`src/rtl/pcc_pkg.sv`:
```
// ---------------------------------------------------------------------------
// pcc_pkg: shared types and constants for the polygon coplanarity check
// Widths of the fixed-point formats, the vertex classification and the
// entry that travels from the front part to the back part.
// ---------------------------------------------------------------------------
package pcc_pkg;

  // Largest polygon that is reported without error (4 .. 16)
  localparam int VERTEX_LIMIT = 6;

  // Vertex counter saturates at VERTEX_LIMIT+1
  localparam int CNT_W     = $clog2(VERTEX_LIMIT + 2);
  localparam int COUNT_W   = 5;
  localparam int COUNT_MAX = 16;

  // Fixed-point formats
  localparam int COORD_W  = 16;  // Q6.10 nm
  localparam int DIFF_W   = 17;  // 2^-10 nm
  localparam int NORM_W   = 36;  // 2^-20 nm^2
  localparam int PROD_W   = NORM_W + DIFF_W;  // one product
  localparam int ACC_W    = PROD_W + 2;       // sum of up to three products
  localparam int METRIC_W = 51;  // 2^-30 nm^3

  localparam logic [METRIC_W-1:0] THR_RESET = METRIC_W'(10737418);

  // Multiplier steps per vertex kind
  localparam int STEP_W         = 3;
  localparam int N_STEPS_NORMAL = 6;
  localparam int N_STEPS_DOT    = 3;

  // Queue between front and back
  localparam int QUEUE_DEPTH = 2;
  localparam int QPTR_W      = $clog2(QUEUE_DEPTH);

  // Role of a vertex inside its polygon
  typedef enum logic [1:0] {
    KIND_REF,     // first vertex: reference point
    KIND_FIRST,   // second vertex: first difference
    KIND_NORMAL,  // third vertex: cross product
    KIND_DOT      // later vertices: triple product
  } vkind_t;

  // Classified vertex handed to the back part
  typedef struct packed {
    vkind_t                         kind;
    logic                           last;
    logic [CNT_W-1:0]               count;  // vertex count including this one
    logic [2:0][DIFF_W-1:0]         diff;   // vertex minus reference, z..x
  } pcc_entry_t;

endpackage

```
`src/rtl/polygon_coplanarity_check.sv`:
```
// ---------------------------------------------------------------------------
// polygon_coplanarity_check: scalar triple product coplanarity test
// Takes polygon vertices one per transfer and reports, on the last vertex,
// whether all vertices lie in the plane of the first three.
// ---------------------------------------------------------------------------
// Usage
//   Input stream: one vertex per transfer, x/y/z in tdata, tlast on the final
//   vertex of a polygon. Output stream: one result per polygon, sent after
//   its last vertex. cfg_wr_en/cfg_wr_data set the coplanarity threshold; write
//   it only while no polygon is in flight.
//   Vertices are tagged on intake and queued (two entries) in front of the
//   arithmetic unit, which owns a single signed multiplier. The back part
//   sends the first two vertices straight to its finish step; the third
//   takes six cross-product multiplies and every later one three
//   triple-product multiplies, each run followed by an accumulate and a
//   finish step. The next vertex leaves the queue only when the back part
//   is idle again; out_tvalid is set in the finish step of the closing vertex.
//   Reset clears the polygon in progress, empties the queue, drops any
//   pending result and restores the threshold to its reset value.
//   While the receiver stalls, the result is held; a following polygon may
//   be processed up to its own last vertex, then waits, and the queue fills
//   until in_tready falls.
// ---------------------------------------------------------------------------
module polygon_coplanarity_check (
  input  logic                             clk,
  input  logic                             rst_n,
  // Vertex input
  input  logic                             in_tvalid,
  output logic                             in_tready,
  input  logic [47:0]                      in_tdata,   // x_coord, y_coord, z_coord
  input  logic                             in_tlast,   // last_vertex
  // Result output
  output logic                             out_tvalid,
  input  logic                             out_tready,
  output logic [63:0]                      out_tdata,  // is_coplanar, worst_metric,
                                                       // vertex_count, zero fill
  output logic                             out_tuser,  // status
  // Threshold register
  input  logic                             cfg_wr_en,
  input  logic [pcc_pkg::METRIC_W-1:0]     cfg_wr_data
);
  import pcc_pkg::*;

  logic [METRIC_W-1:0] threshold_r;
  logic                q_full;
  logic                q_push;
  logic                q_pop;
  logic                q_not_empty;
  pcc_entry_t          q_in;
  pcc_entry_t          q_out;
  logic                res_coplanar;
  logic [METRIC_W-1:0] res_metric;
  logic [COUNT_W-1:0]  res_count;

  // Hold the threshold
  always_ff @(posedge clk) begin
    if (!rst_n) begin
      threshold_r <= THR_RESET;
    end else if (cfg_wr_en) begin
      threshold_r <= cfg_wr_data;
    end
  end

  pcc_front u_front (
    .clk         (clk),
    .rst_n       (rst_n),
    .in_valid    (in_tvalid),
    .in_ready    (in_tready),
    .x_coord     ($signed(in_tdata[15:0])),
    .y_coord     ($signed(in_tdata[31:16])),
    .z_coord     ($signed(in_tdata[47:32])),
    .last_vertex (in_tlast),
    .q_full      (q_full),
    .q_push      (q_push),
    .q_entry     (q_in)
  );

  pcc_queue u_queue (
    .clk       (clk),
    .rst_n     (rst_n),
    .push      (q_push),
    .push_data (q_in),
    .full      (q_full),
    .pop       (q_pop),
    .not_empty (q_not_empty),
    .pop_data  (q_out)
  );

  pcc_back u_back (
    .clk          (clk),
    .rst_n        (rst_n),
    .q_valid      (q_not_empty),
    .q_entry      (q_out),
    .q_pop        (q_pop),
    .threshold    (threshold_r),
    .res_valid    (out_tvalid),
    .res_ready    (out_tready),
    .res_coplanar (res_coplanar),
    .res_metric   (res_metric),
    .res_count    (res_count),
    .res_status   (out_tuser)
  );

  // Pack the result fields
  assign out_tdata = {7'b0, res_count, res_metric, res_coplanar};

endmodule

```
`src/rtl/pcc_front.sv`:
```
// ---------------------------------------------------------------------------
// pcc_front: vertex intake and classification
// Holds the reference point and the vertex counter, forms the difference to
// the reference and tags each vertex with its role in the polygon.
// ---------------------------------------------------------------------------
module pcc_front (
  input  logic                            clk,
  input  logic                            rst_n,
  input  logic                            in_valid,
  output logic                            in_ready,
  input  logic signed [pcc_pkg::COORD_W-1:0] x_coord,
  input  logic signed [pcc_pkg::COORD_W-1:0] y_coord,
  input  logic signed [pcc_pkg::COORD_W-1:0] z_coord,
  input  logic                            last_vertex,
  input  logic                            q_full,
  output logic                            q_push,
  output pcc_pkg::pcc_entry_t             q_entry
);
  import pcc_pkg::*;

  logic signed [COORD_W-1:0] ref_r [3];
  logic [CNT_W-1:0]          seen_r;
  logic [CNT_W-1:0]          seen_nxt;
  logic [CNT_W-1:0]          count_inc;

  assign in_ready = !q_full;
  assign q_push   = in_valid && !q_full;

  // Count with saturation one above the limit
  assign count_inc = (seen_r < CNT_W'(VERTEX_LIMIT + 1)) ? seen_r + 1'b1 : seen_r;
  assign seen_nxt  = last_vertex ? '0 : count_inc;

  // Classify and form differences
  always_comb begin
    priority if (seen_r == CNT_W'(0)) begin
      q_entry.kind = KIND_REF;
    end else if (seen_r == CNT_W'(1)) begin
      q_entry.kind = KIND_FIRST;
    end else if (seen_r == CNT_W'(2)) begin
      q_entry.kind = KIND_NORMAL;
    end else begin
      q_entry.kind = KIND_DOT;
    end
    q_entry.last    = last_vertex;
    q_entry.count   = count_inc;
    q_entry.diff[0] = DIFF_W'(x_coord) - DIFF_W'(ref_r[0]);
    q_entry.diff[1] = DIFF_W'(y_coord) - DIFF_W'(ref_r[1]);
    q_entry.diff[2] = DIFF_W'(z_coord) - DIFF_W'(ref_r[2]);
  end

  // Advance the counter, capture the reference on the first vertex
  always_ff @(posedge clk) begin
    if (!rst_n) begin
      seen_r   <= '0;
      ref_r[0] <= '0;
      ref_r[1] <= '0;
      ref_r[2] <= '0;
    end else if (q_push) begin
      seen_r <= seen_nxt;
      if (seen_r == CNT_W'(0)) begin
        ref_r[0] <= x_coord;
        ref_r[1] <= y_coord;
        ref_r[2] <= z_coord;
      end
    end
  end

endmodule

```
`src/rtl/pcc_queue.sv`:
```
// ---------------------------------------------------------------------------
// pcc_queue: short queue of classified vertices
// Decouples the intake from the arithmetic so that either can stall alone.
// ---------------------------------------------------------------------------
module pcc_queue (
  input  logic                clk,
  input  logic                rst_n,
  input  logic                push,
  input  pcc_pkg::pcc_entry_t push_data,
  output logic                full,
  input  logic                pop,
  output logic                not_empty,
  output pcc_pkg::pcc_entry_t pop_data
);
  import pcc_pkg::*;

  pcc_entry_t        mem_r [QUEUE_DEPTH];
  logic [QPTR_W-1:0] wr_ptr_r;
  logic [QPTR_W-1:0] rd_ptr_r;
  logic [QPTR_W:0]   fill_r;

  assign full      = (fill_r == (QPTR_W + 1)'(QUEUE_DEPTH));
  assign not_empty = (fill_r != '0);
  assign pop_data  = mem_r[rd_ptr_r];

  // Write entries
  always_ff @(posedge clk) begin
    if (push) begin
      mem_r[wr_ptr_r] <= push_data;
    end
  end

  // Track pointers and fill level
  always_ff @(posedge clk) begin
    if (!rst_n) begin
      wr_ptr_r <= '0;
      rd_ptr_r <= '0;
      fill_r   <= '0;
    end else begin
      if (push) begin
        wr_ptr_r <= wr_ptr_r + 1'b1;
      end
      if (pop) begin
        rd_ptr_r <= rd_ptr_r + 1'b1;
      end
      unique case ({push, pop})
        2'b10:   fill_r <= fill_r + 1'b1;
        2'b01:   fill_r <= fill_r - 1'b1;
        default: fill_r <= fill_r;
      endcase
    end
  end

endmodule

```
`src/rtl/pcc_back.sv`:
```
// ---------------------------------------------------------------------------
// pcc_back: triple-product arithmetic and result formation
// One shared signed multiplier forms the cross product (six products) and
// the triple product (three), accumulating one product per cycle. Keeps the
// running maximum and drives the result register.
// ---------------------------------------------------------------------------
module pcc_back (
  input  logic                             clk,
  input  logic                             rst_n,
  input  logic                             q_valid,
  input  pcc_pkg::pcc_entry_t              q_entry,
  output logic                             q_pop,
  input  logic [pcc_pkg::METRIC_W-1:0]     threshold,
  output logic                             res_valid,
  input  logic                             res_ready,
  output logic                             res_coplanar,
  output logic [pcc_pkg::METRIC_W-1:0]     res_metric,
  output logic [pcc_pkg::COUNT_W-1:0]      res_count,
  output logic                             res_status
);
  import pcc_pkg::*;

  typedef enum logic [1:0] {B_IDLE, B_MUL, B_ACC, B_FIN} bstate_t;

  bstate_t                   state_r;
  pcc_entry_t                cur_r;
  logic [STEP_W-1:0]         step_r;
  logic signed [DIFF_W-1:0]  d0_r   [3];
  logic signed [NORM_W-1:0]  norm_r [3];
  logic signed [PROD_W-1:0]  prod_r;
  logic                      pv_r;
  logic                      pstart_r;
  logic                      pneg_r;
  logic                      pend_r;
  logic [1:0]                ptgt_r;
  logic signed [ACC_W-1:0]   acc_r;
  logic [METRIC_W-1:0]       max_r;
  logic                      out_valid_r;
  logic                      out_cop_r;
  logic [METRIC_W-1:0]       out_metric_r;
  logic [COUNT_W-1:0]        out_count_r;
  logic                      out_status_r;

  logic signed [NORM_W-1:0]  mul_a;
  logic signed [DIFF_W-1:0]  mul_b;
  logic                      mul_start;
  logic                      mul_neg;
  logic                      mul_end;
  logic [1:0]                mul_tgt;
  logic                      step_last;
  logic signed [ACC_W-1:0]   prod_ext;
  logic signed [ACC_W-1:0]   acc_nxt;
  logic [ACC_W-1:0]          mag;
  logic [METRIC_W-1:0]       mag_sat;
  logic [METRIC_W-1:0]       max_nxt;
  logic                      out_free;
  logic                      res_load;
  logic                      err;
  logic                      tri_only;

  assign res_valid    = out_valid_r;
  assign res_coplanar = out_cop_r;
  assign res_metric   = out_metric_r;
  assign res_count    = out_count_r;
  assign res_status   = out_status_r;

  assign q_pop    = (state_r == B_IDLE) && q_valid;
  assign out_free = !out_valid_r || res_ready;
  assign res_load = (state_r == B_FIN) && cur_r.last && out_free;

  // Select multiplier operands for the current step
  always_comb begin
    mul_a     = '0;
    mul_b     = '0;
    mul_start = 1'b0;
    mul_neg   = 1'b0;
    mul_end   = 1'b0;
    mul_tgt   = '0;
    if (cur_r.kind == KIND_DOT) begin
      mul_a     = norm_r[step_r[1:0]];
      mul_b     = $signed(cur_r.diff[step_r[1:0]]);
      mul_start = (step_r == STEP_W'(0));
      mul_end   = (step_r == STEP_W'(N_STEPS_DOT - 1));
      step_last = mul_end;
    end else begin
      // Cross product d0 x d, each component a pair of products
      mul_start = !step_r[0];
      mul_neg   = step_r[0];
      mul_end   = step_r[0];
      mul_tgt   = step_r[2:1];
      step_last = (step_r == STEP_W'(N_STEPS_NORMAL - 1));
      unique case (step_r)
        3'd0: begin mul_a = NORM_W'(d0_r[1]); mul_b = $signed(cur_r.diff[2]); end
        3'd1: begin mul_a = NORM_W'(d0_r[2]); mul_b = $signed(cur_r.diff[1]); end
        3'd2: begin mul_a = NORM_W'(d0_r[2]); mul_b = $signed(cur_r.diff[0]); end
        3'd3: begin mul_a = NORM_W'(d0_r[0]); mul_b = $signed(cur_r.diff[2]); end
        3'd4: begin mul_a = NORM_W'(d0_r[0]); mul_b = $signed(cur_r.diff[1]); end
        3'd5: begin mul_a = NORM_W'(d0_r[1]); mul_b = $signed(cur_r.diff[0]); end
        default: begin mul_a = '0; mul_b = '0; end
      endcase
    end
  end

  // Accumulate the registered product
  assign prod_ext = ACC_W'(prod_r);
  assign acc_nxt  = (pstart_r ? ACC_W'(0) : acc_r) + (pneg_r ? -prod_ext : prod_ext);

  // Magnitude, saturation and running maximum
  assign mag     = acc_r[ACC_W-1] ? ACC_W'(-acc_r) : ACC_W'(acc_r);
  assign mag_sat = (mag[ACC_W-1:METRIC_W] != '0) ? '1 : mag[METRIC_W-1:0];
  assign max_nxt = ((cur_r.kind == KIND_DOT) && (mag_sat > max_r)) ? mag_sat : max_r;

  // Polygon status
  assign err      = (cur_r.count < CNT_W'(3)) || (cur_r.count > CNT_W'(VERTEX_LIMIT));
  assign tri_only = (cur_r.count == CNT_W'(3));

  // Sequencer, datapath and result register
  always_ff @(posedge clk) begin
    if (!rst_n) begin
      state_r     <= B_IDLE;
      step_r      <= '0;
      pv_r        <= 1'b0;
      max_r       <= '0;
      out_valid_r <= 1'b0;
      d0_r[0]     <= '0;
      d0_r[1]     <= '0;
      d0_r[2]     <= '0;
      norm_r[0]   <= '0;
      norm_r[1]   <= '0;
      norm_r[2]   <= '0;
    end else begin
      // Drop the result once transferred, unless a new one replaces it
      if (out_valid_r && res_ready && !res_load) begin
        out_valid_r <= 1'b0;
      end

      // Product pipeline: one multiply, then one accumulate
      pv_r <= (state_r == B_MUL);
      if (state_r == B_MUL) begin
        prod_r   <= mul_a * mul_b;
        pstart_r <= mul_start;
        pneg_r   <= mul_neg;
        pend_r   <= mul_end;
        ptgt_r   <= mul_tgt;
      end
      if (pv_r) begin
        acc_r <= acc_nxt;
        if (pend_r && (cur_r.kind == KIND_NORMAL)) begin
          norm_r[ptgt_r] <= acc_nxt[NORM_W-1:0];
        end
      end

      unique case (state_r)
        B_IDLE: begin
          if (q_valid) begin
            cur_r  <= q_entry;
            step_r <= '0;
            if (q_entry.kind == KIND_FIRST) begin
              d0_r[0] <= $signed(q_entry.diff[0]);
              d0_r[1] <= $signed(q_entry.diff[1]);
              d0_r[2] <= $signed(q_entry.diff[2]);
            end
            if ((q_entry.kind == KIND_NORMAL) || (q_entry.kind == KIND_DOT)) begin
              state_r <= B_MUL;
            end else begin
              state_r <= B_FIN;
            end
          end
        end
        B_MUL: begin
          step_r <= step_r + 1'b1;
          if (step_last) begin
            state_r <= B_ACC;
          end
        end
        B_ACC: begin
          state_r <= B_FIN;
        end
        B_FIN: begin
          if (!cur_r.last) begin
            max_r   <= max_nxt;
            state_r <= B_IDLE;
          end else if (out_free) begin
            out_valid_r  <= 1'b1;
            out_status_r <= err;
            out_count_r  <= (COUNT_W'(cur_r.count) > COUNT_W'(COUNT_MAX))
                            ? COUNT_W'(COUNT_MAX) : COUNT_W'(cur_r.count);
            priority if (err) begin
              out_cop_r    <= 1'b0;
              out_metric_r <= '0;
            end else if (tri_only) begin
              out_cop_r    <= 1'b1;
              out_metric_r <= '0;
            end else begin
              out_cop_r    <= (max_nxt < threshold);
              out_metric_r <= max_nxt;
            end
            max_r   <= '0;
            state_r <= B_IDLE;
          end
        end
        default: state_r <= B_IDLE;
      endcase
    end
  end

endmodule
```
`config.mk`:
```
export PLATFORM = sky130hd
export DESIGN_NAME = polygon_coplanarity_check
export DESIGN_NICKNAME = d
export VERILOG_FILES = /design/src/rtl/pcc_pkg.sv /design/src/rtl/polygon_coplanarity_check.sv /design/src/rtl/pcc_front.sv /design/src/rtl/pcc_queue.sv /design/src/rtl/pcc_back.sv
export SDC_FILE = /design/constraint.sdc
export NUM_CORES = 2
export LEC_CHECK = 0
export BUFFER_PORTS_ARGS = -buffer_cell sky130_fd_sc_hd__buf_2
export CORE_UTILIZATION = 30
export DETAILED_ROUTE_END_ITERATION = 16
export GPL_TIMING_DRIVEN = 0
export PLACE_DENSITY = 0.47
export RECOVER_POWER = 50
export SETUP_SLACK_MARGIN = 0.4
export SYNTH_ARGS = -nofsm -noshare
export SYNTH_HDL_FRONTEND = slang
export SYNTH_HIERARCHICAL = 1
export SYNTH_SLANG_ARGS = --single-unit
```
`constraint.sdc`:
```
create_clock -name clk -period 23 [get_ports clk]
set_clock_uncertainty 0.05 [all_clocks]
set_input_delay 2.3 -clock clk [delete_from_list [all_inputs] [get_ports clk]]
set_output_delay 2.3 -clock clk [all_outputs]
set_load 0.03 [all_outputs]
```
==> impl_metrics.ini <==
[status]
status = complete, but fails checks
violations = capacitance limit, slew limit

[setup_path]
crit_top_cell = fa_1
cp.required_ps = 23260
slowest_stage = o31ai_1
critical_path_arrival_ps = 14160
reg2reg_slack_ps = 9100
cp-end-kind = flop
setup.worst_path.class = flop to flop
timing.rr.end = u_back/prod_r[50]
slowest_delay_ps = 950
reg2regPathDepth = 33
cp_max_fo = 10
r2r_start = u_back/step_r[1]
start_kind = flop

[yosys]
synth_area_leaders = edfxtp_1, fa_1, ha_1, inv_1, dfxtp_1
synthDistinctLibCells = 83
synth_fa_ha_area_share_pct = 27.5
synth_seq_cells = 702
yosys.area_share.simple_pct = 13.4
synth_commonest_cells = inv_1, fa_1, edfxtp_1, nor2_1, nand2_1
synth_ff_type = edfxtp_1
synth_area_leader_cell = edfxtp_1
postSynthCellCount = 5721
synth_top_area_share_pct = 30.1
synth_edf_count = 583
async_flop_share_pct = 0
syn_avg_cell_area_um2 = 10.2
synth_area_um2 = 58200
synth_compound_area_share_pct = 9.86
synth_top_family_by_area = adder cells
muxShareOfSynthArea_pct = 3.98
ys_seq_area_share_pct = 34.2
yosysWarningCount = 6
yosysMostFrequentCell = inv_1
synthXorXnorAreaFrac_pct = 3.62

[die]
coreArea_um2 = 193000
rows = 161
io-pin-count = 172
fp.dieH_um = 442
initial_core_util_pct = 30.2
die_w_um = 442
design.die.area_um2 = 196000

[global_routing]
grt_max_degree = 59
grt-ovfl-total = 0
grt_usage_pct = 19.3
grt_pass1_wl_um = 283000
antenna_found_initial = 6
grt_pass1_vias = 43400

[place]
port_buffers = 161
dp_hpwl_um = 154000
gp_congestion = 0.937

[route]
drcViolationCount = 0
wl_um = 190000
dr.pass1.iters = 9
postRouteAntennaNets = 0
dr_total_vias = 42100
wl_per_cell_um = 22.1
drt_iter0_markers = 2889
vias_per_cell = 4.90

[hold_path]
holdCritPathClass = flop to flop
hold-path-cell-count = 0
hp-start = u_back/cur_r[51]
hold_path_end = u_back/res_count[0]

[timing]
post-route-period-util_pct = 60.4
setup_viol = 0
rsz0062_at_grt = no
maxSlewViolCount = 284
max_slew_margin_pct = -168
holdWs_ps = 402
fin_crit_ps = 13900
tns_ps = 0
fmax_mhz = 72.0
worst_pin_slew_ps = 4020
hold_viol_final = 0

[clock_tree]
ctsHoldBuffers = 0
clock_latency_ps = 690
cts.repair.resized = 0
cts_buffers = 79
htree_levels = 3
cts_setup_buffers = 0
cts_tree = built
clk_path_buf_depth = 3
clkSinkCount = 702
path_clk_slew_ps = 60
root_buffer = clkbuf_16

[finish]
area_growth_pct = 12.2
drive_gt1_share_pct = 6.00
fillers = 19900
final_nets = 7030

[flow_run]
cap_violations = 8
[critical path: cells and delay by family, from the launching register on]
| family | cells | cell delay (ps) |
|---|---|---|
| AOI/OAI and AO/OA | 8 | 4320 |
| buffers and inverters | 9 | 3060 |
| and+or+nand+nor | 7 | 1020 |
| adders and majority gates | 8 | 3690 |
| xor gates and xnor gates | 1 | 920 |
| DFF | 1 | 400 |
[layout by cell type, fill, tap and decap left out, types with 82 or more instances in the layout]
cell type | Yosys | routed
a21o_1 | 113 | 113
a21oi_1 | 237 | 235
and2_1 | 132 | 110
buf_2 | 8 | 101
clkbuf_1 | 199 | 289
clkbuf_16 | 0 | 82
dfxtp_1 | 119 | 119
edfxtp_1 | 583 | 583
fa_1 | 585 | 585
ha_1 | 342 | 342
inv_1 | 871 | 871
nand2_1 | 553 | 550
nor2_1 | 565 | 565
nor2b_1 | 180 | 180
o21ai_0 | 140 | 143
xnor2_1 | 144 | 144
xor2_1 | 94 | 94
[metal layers]
metal	routed length [um]	GRT usage, %
met5	13	0
met4	7730	7.10
met3	9700	2.71
met2	88700	31.7
met1	83600	25.8
[final cells by class]
class	count	area (um2)	area share, %
Sequential cell	702	19900	30.5
Clock inverter	46	546	0.836
Multi-Input combinational cell	3913	34100	52.3
Tap cell	2526	3160	4.84
Antenna cell	2	5.00	0.00767
Clock buffer	99	2170	3.32
Inverter	873	3280	5.02
Buffer	240	1030	1.58
Timing Repair Buffer	189	1070	1.64
[flip-flops by register name, indices dropped and copies added (netlist names), 3 cells and up, named ones only]
name and flops:
u_back/step_r 3, u_back/max_r 51, u_front/ref_r 48, u_front/seen_r 3, u_back/d0_r 51, u_back/cur_r 57
u_back/res_metric 51, u_back/acc_r 55, u_queue/mem_r 114, u_back/norm_r 144, u_back/prod_r 53, u_back/res_count 3
threshold_r 51
[worst max-delay path by stage]
| stage | startpoint | end | slack, ps | depth (start not counted) |
|---|---|---|---|---|
| floorplan | u_back/step_r[1] | u_back/prod_r[37] | 13780 | 33 |
| global placement | u_back/step_r[1] | u_back/prod_r[49] | 8450 | 30 |
| detailed placement | u_back/step_r[1] | u_back/prod_r[50] | 9310 | 33 |
| CTS | u_back/step_r[1] | u_back/prod_r[50] | 9290 | 33 |
| global route | u_back/step_r[1] | u_back/prod_r[50] | 8460 | 33 |
| finish | u_back/step_r[1] | u_back/prod_r[50] | 9100 | 33 |
[stage by stage]
step	cell area (um2)	instances	worst slack, ps	utilization [%]
4_1_cts	65500	8588	9290	34.0
2_1_floorplan	58200	5728	13780	-
3_3_place_gp	62200	8415	8450	32.3
6_report	65300	8590	9100	33.9
3_5_place_dp	62800	8443	9310	32.6
5_1_grt	65300	8588	8460	33.9
[cells by family after synthesis]
kind of cell,Yosys count
AND/OR/NAND/NOR,1693
buffers and inverters,1113
adder cells (fa/ha/maj),927
AO/OA/AOI/OAI,867
flip-flops,702
XOR/XNOR,239
multiplexers,178
other,2
Power is left out: the tool's default activity adds up to more than one toggle a clock period on the data nets, which glitch-free logic cannot reach.
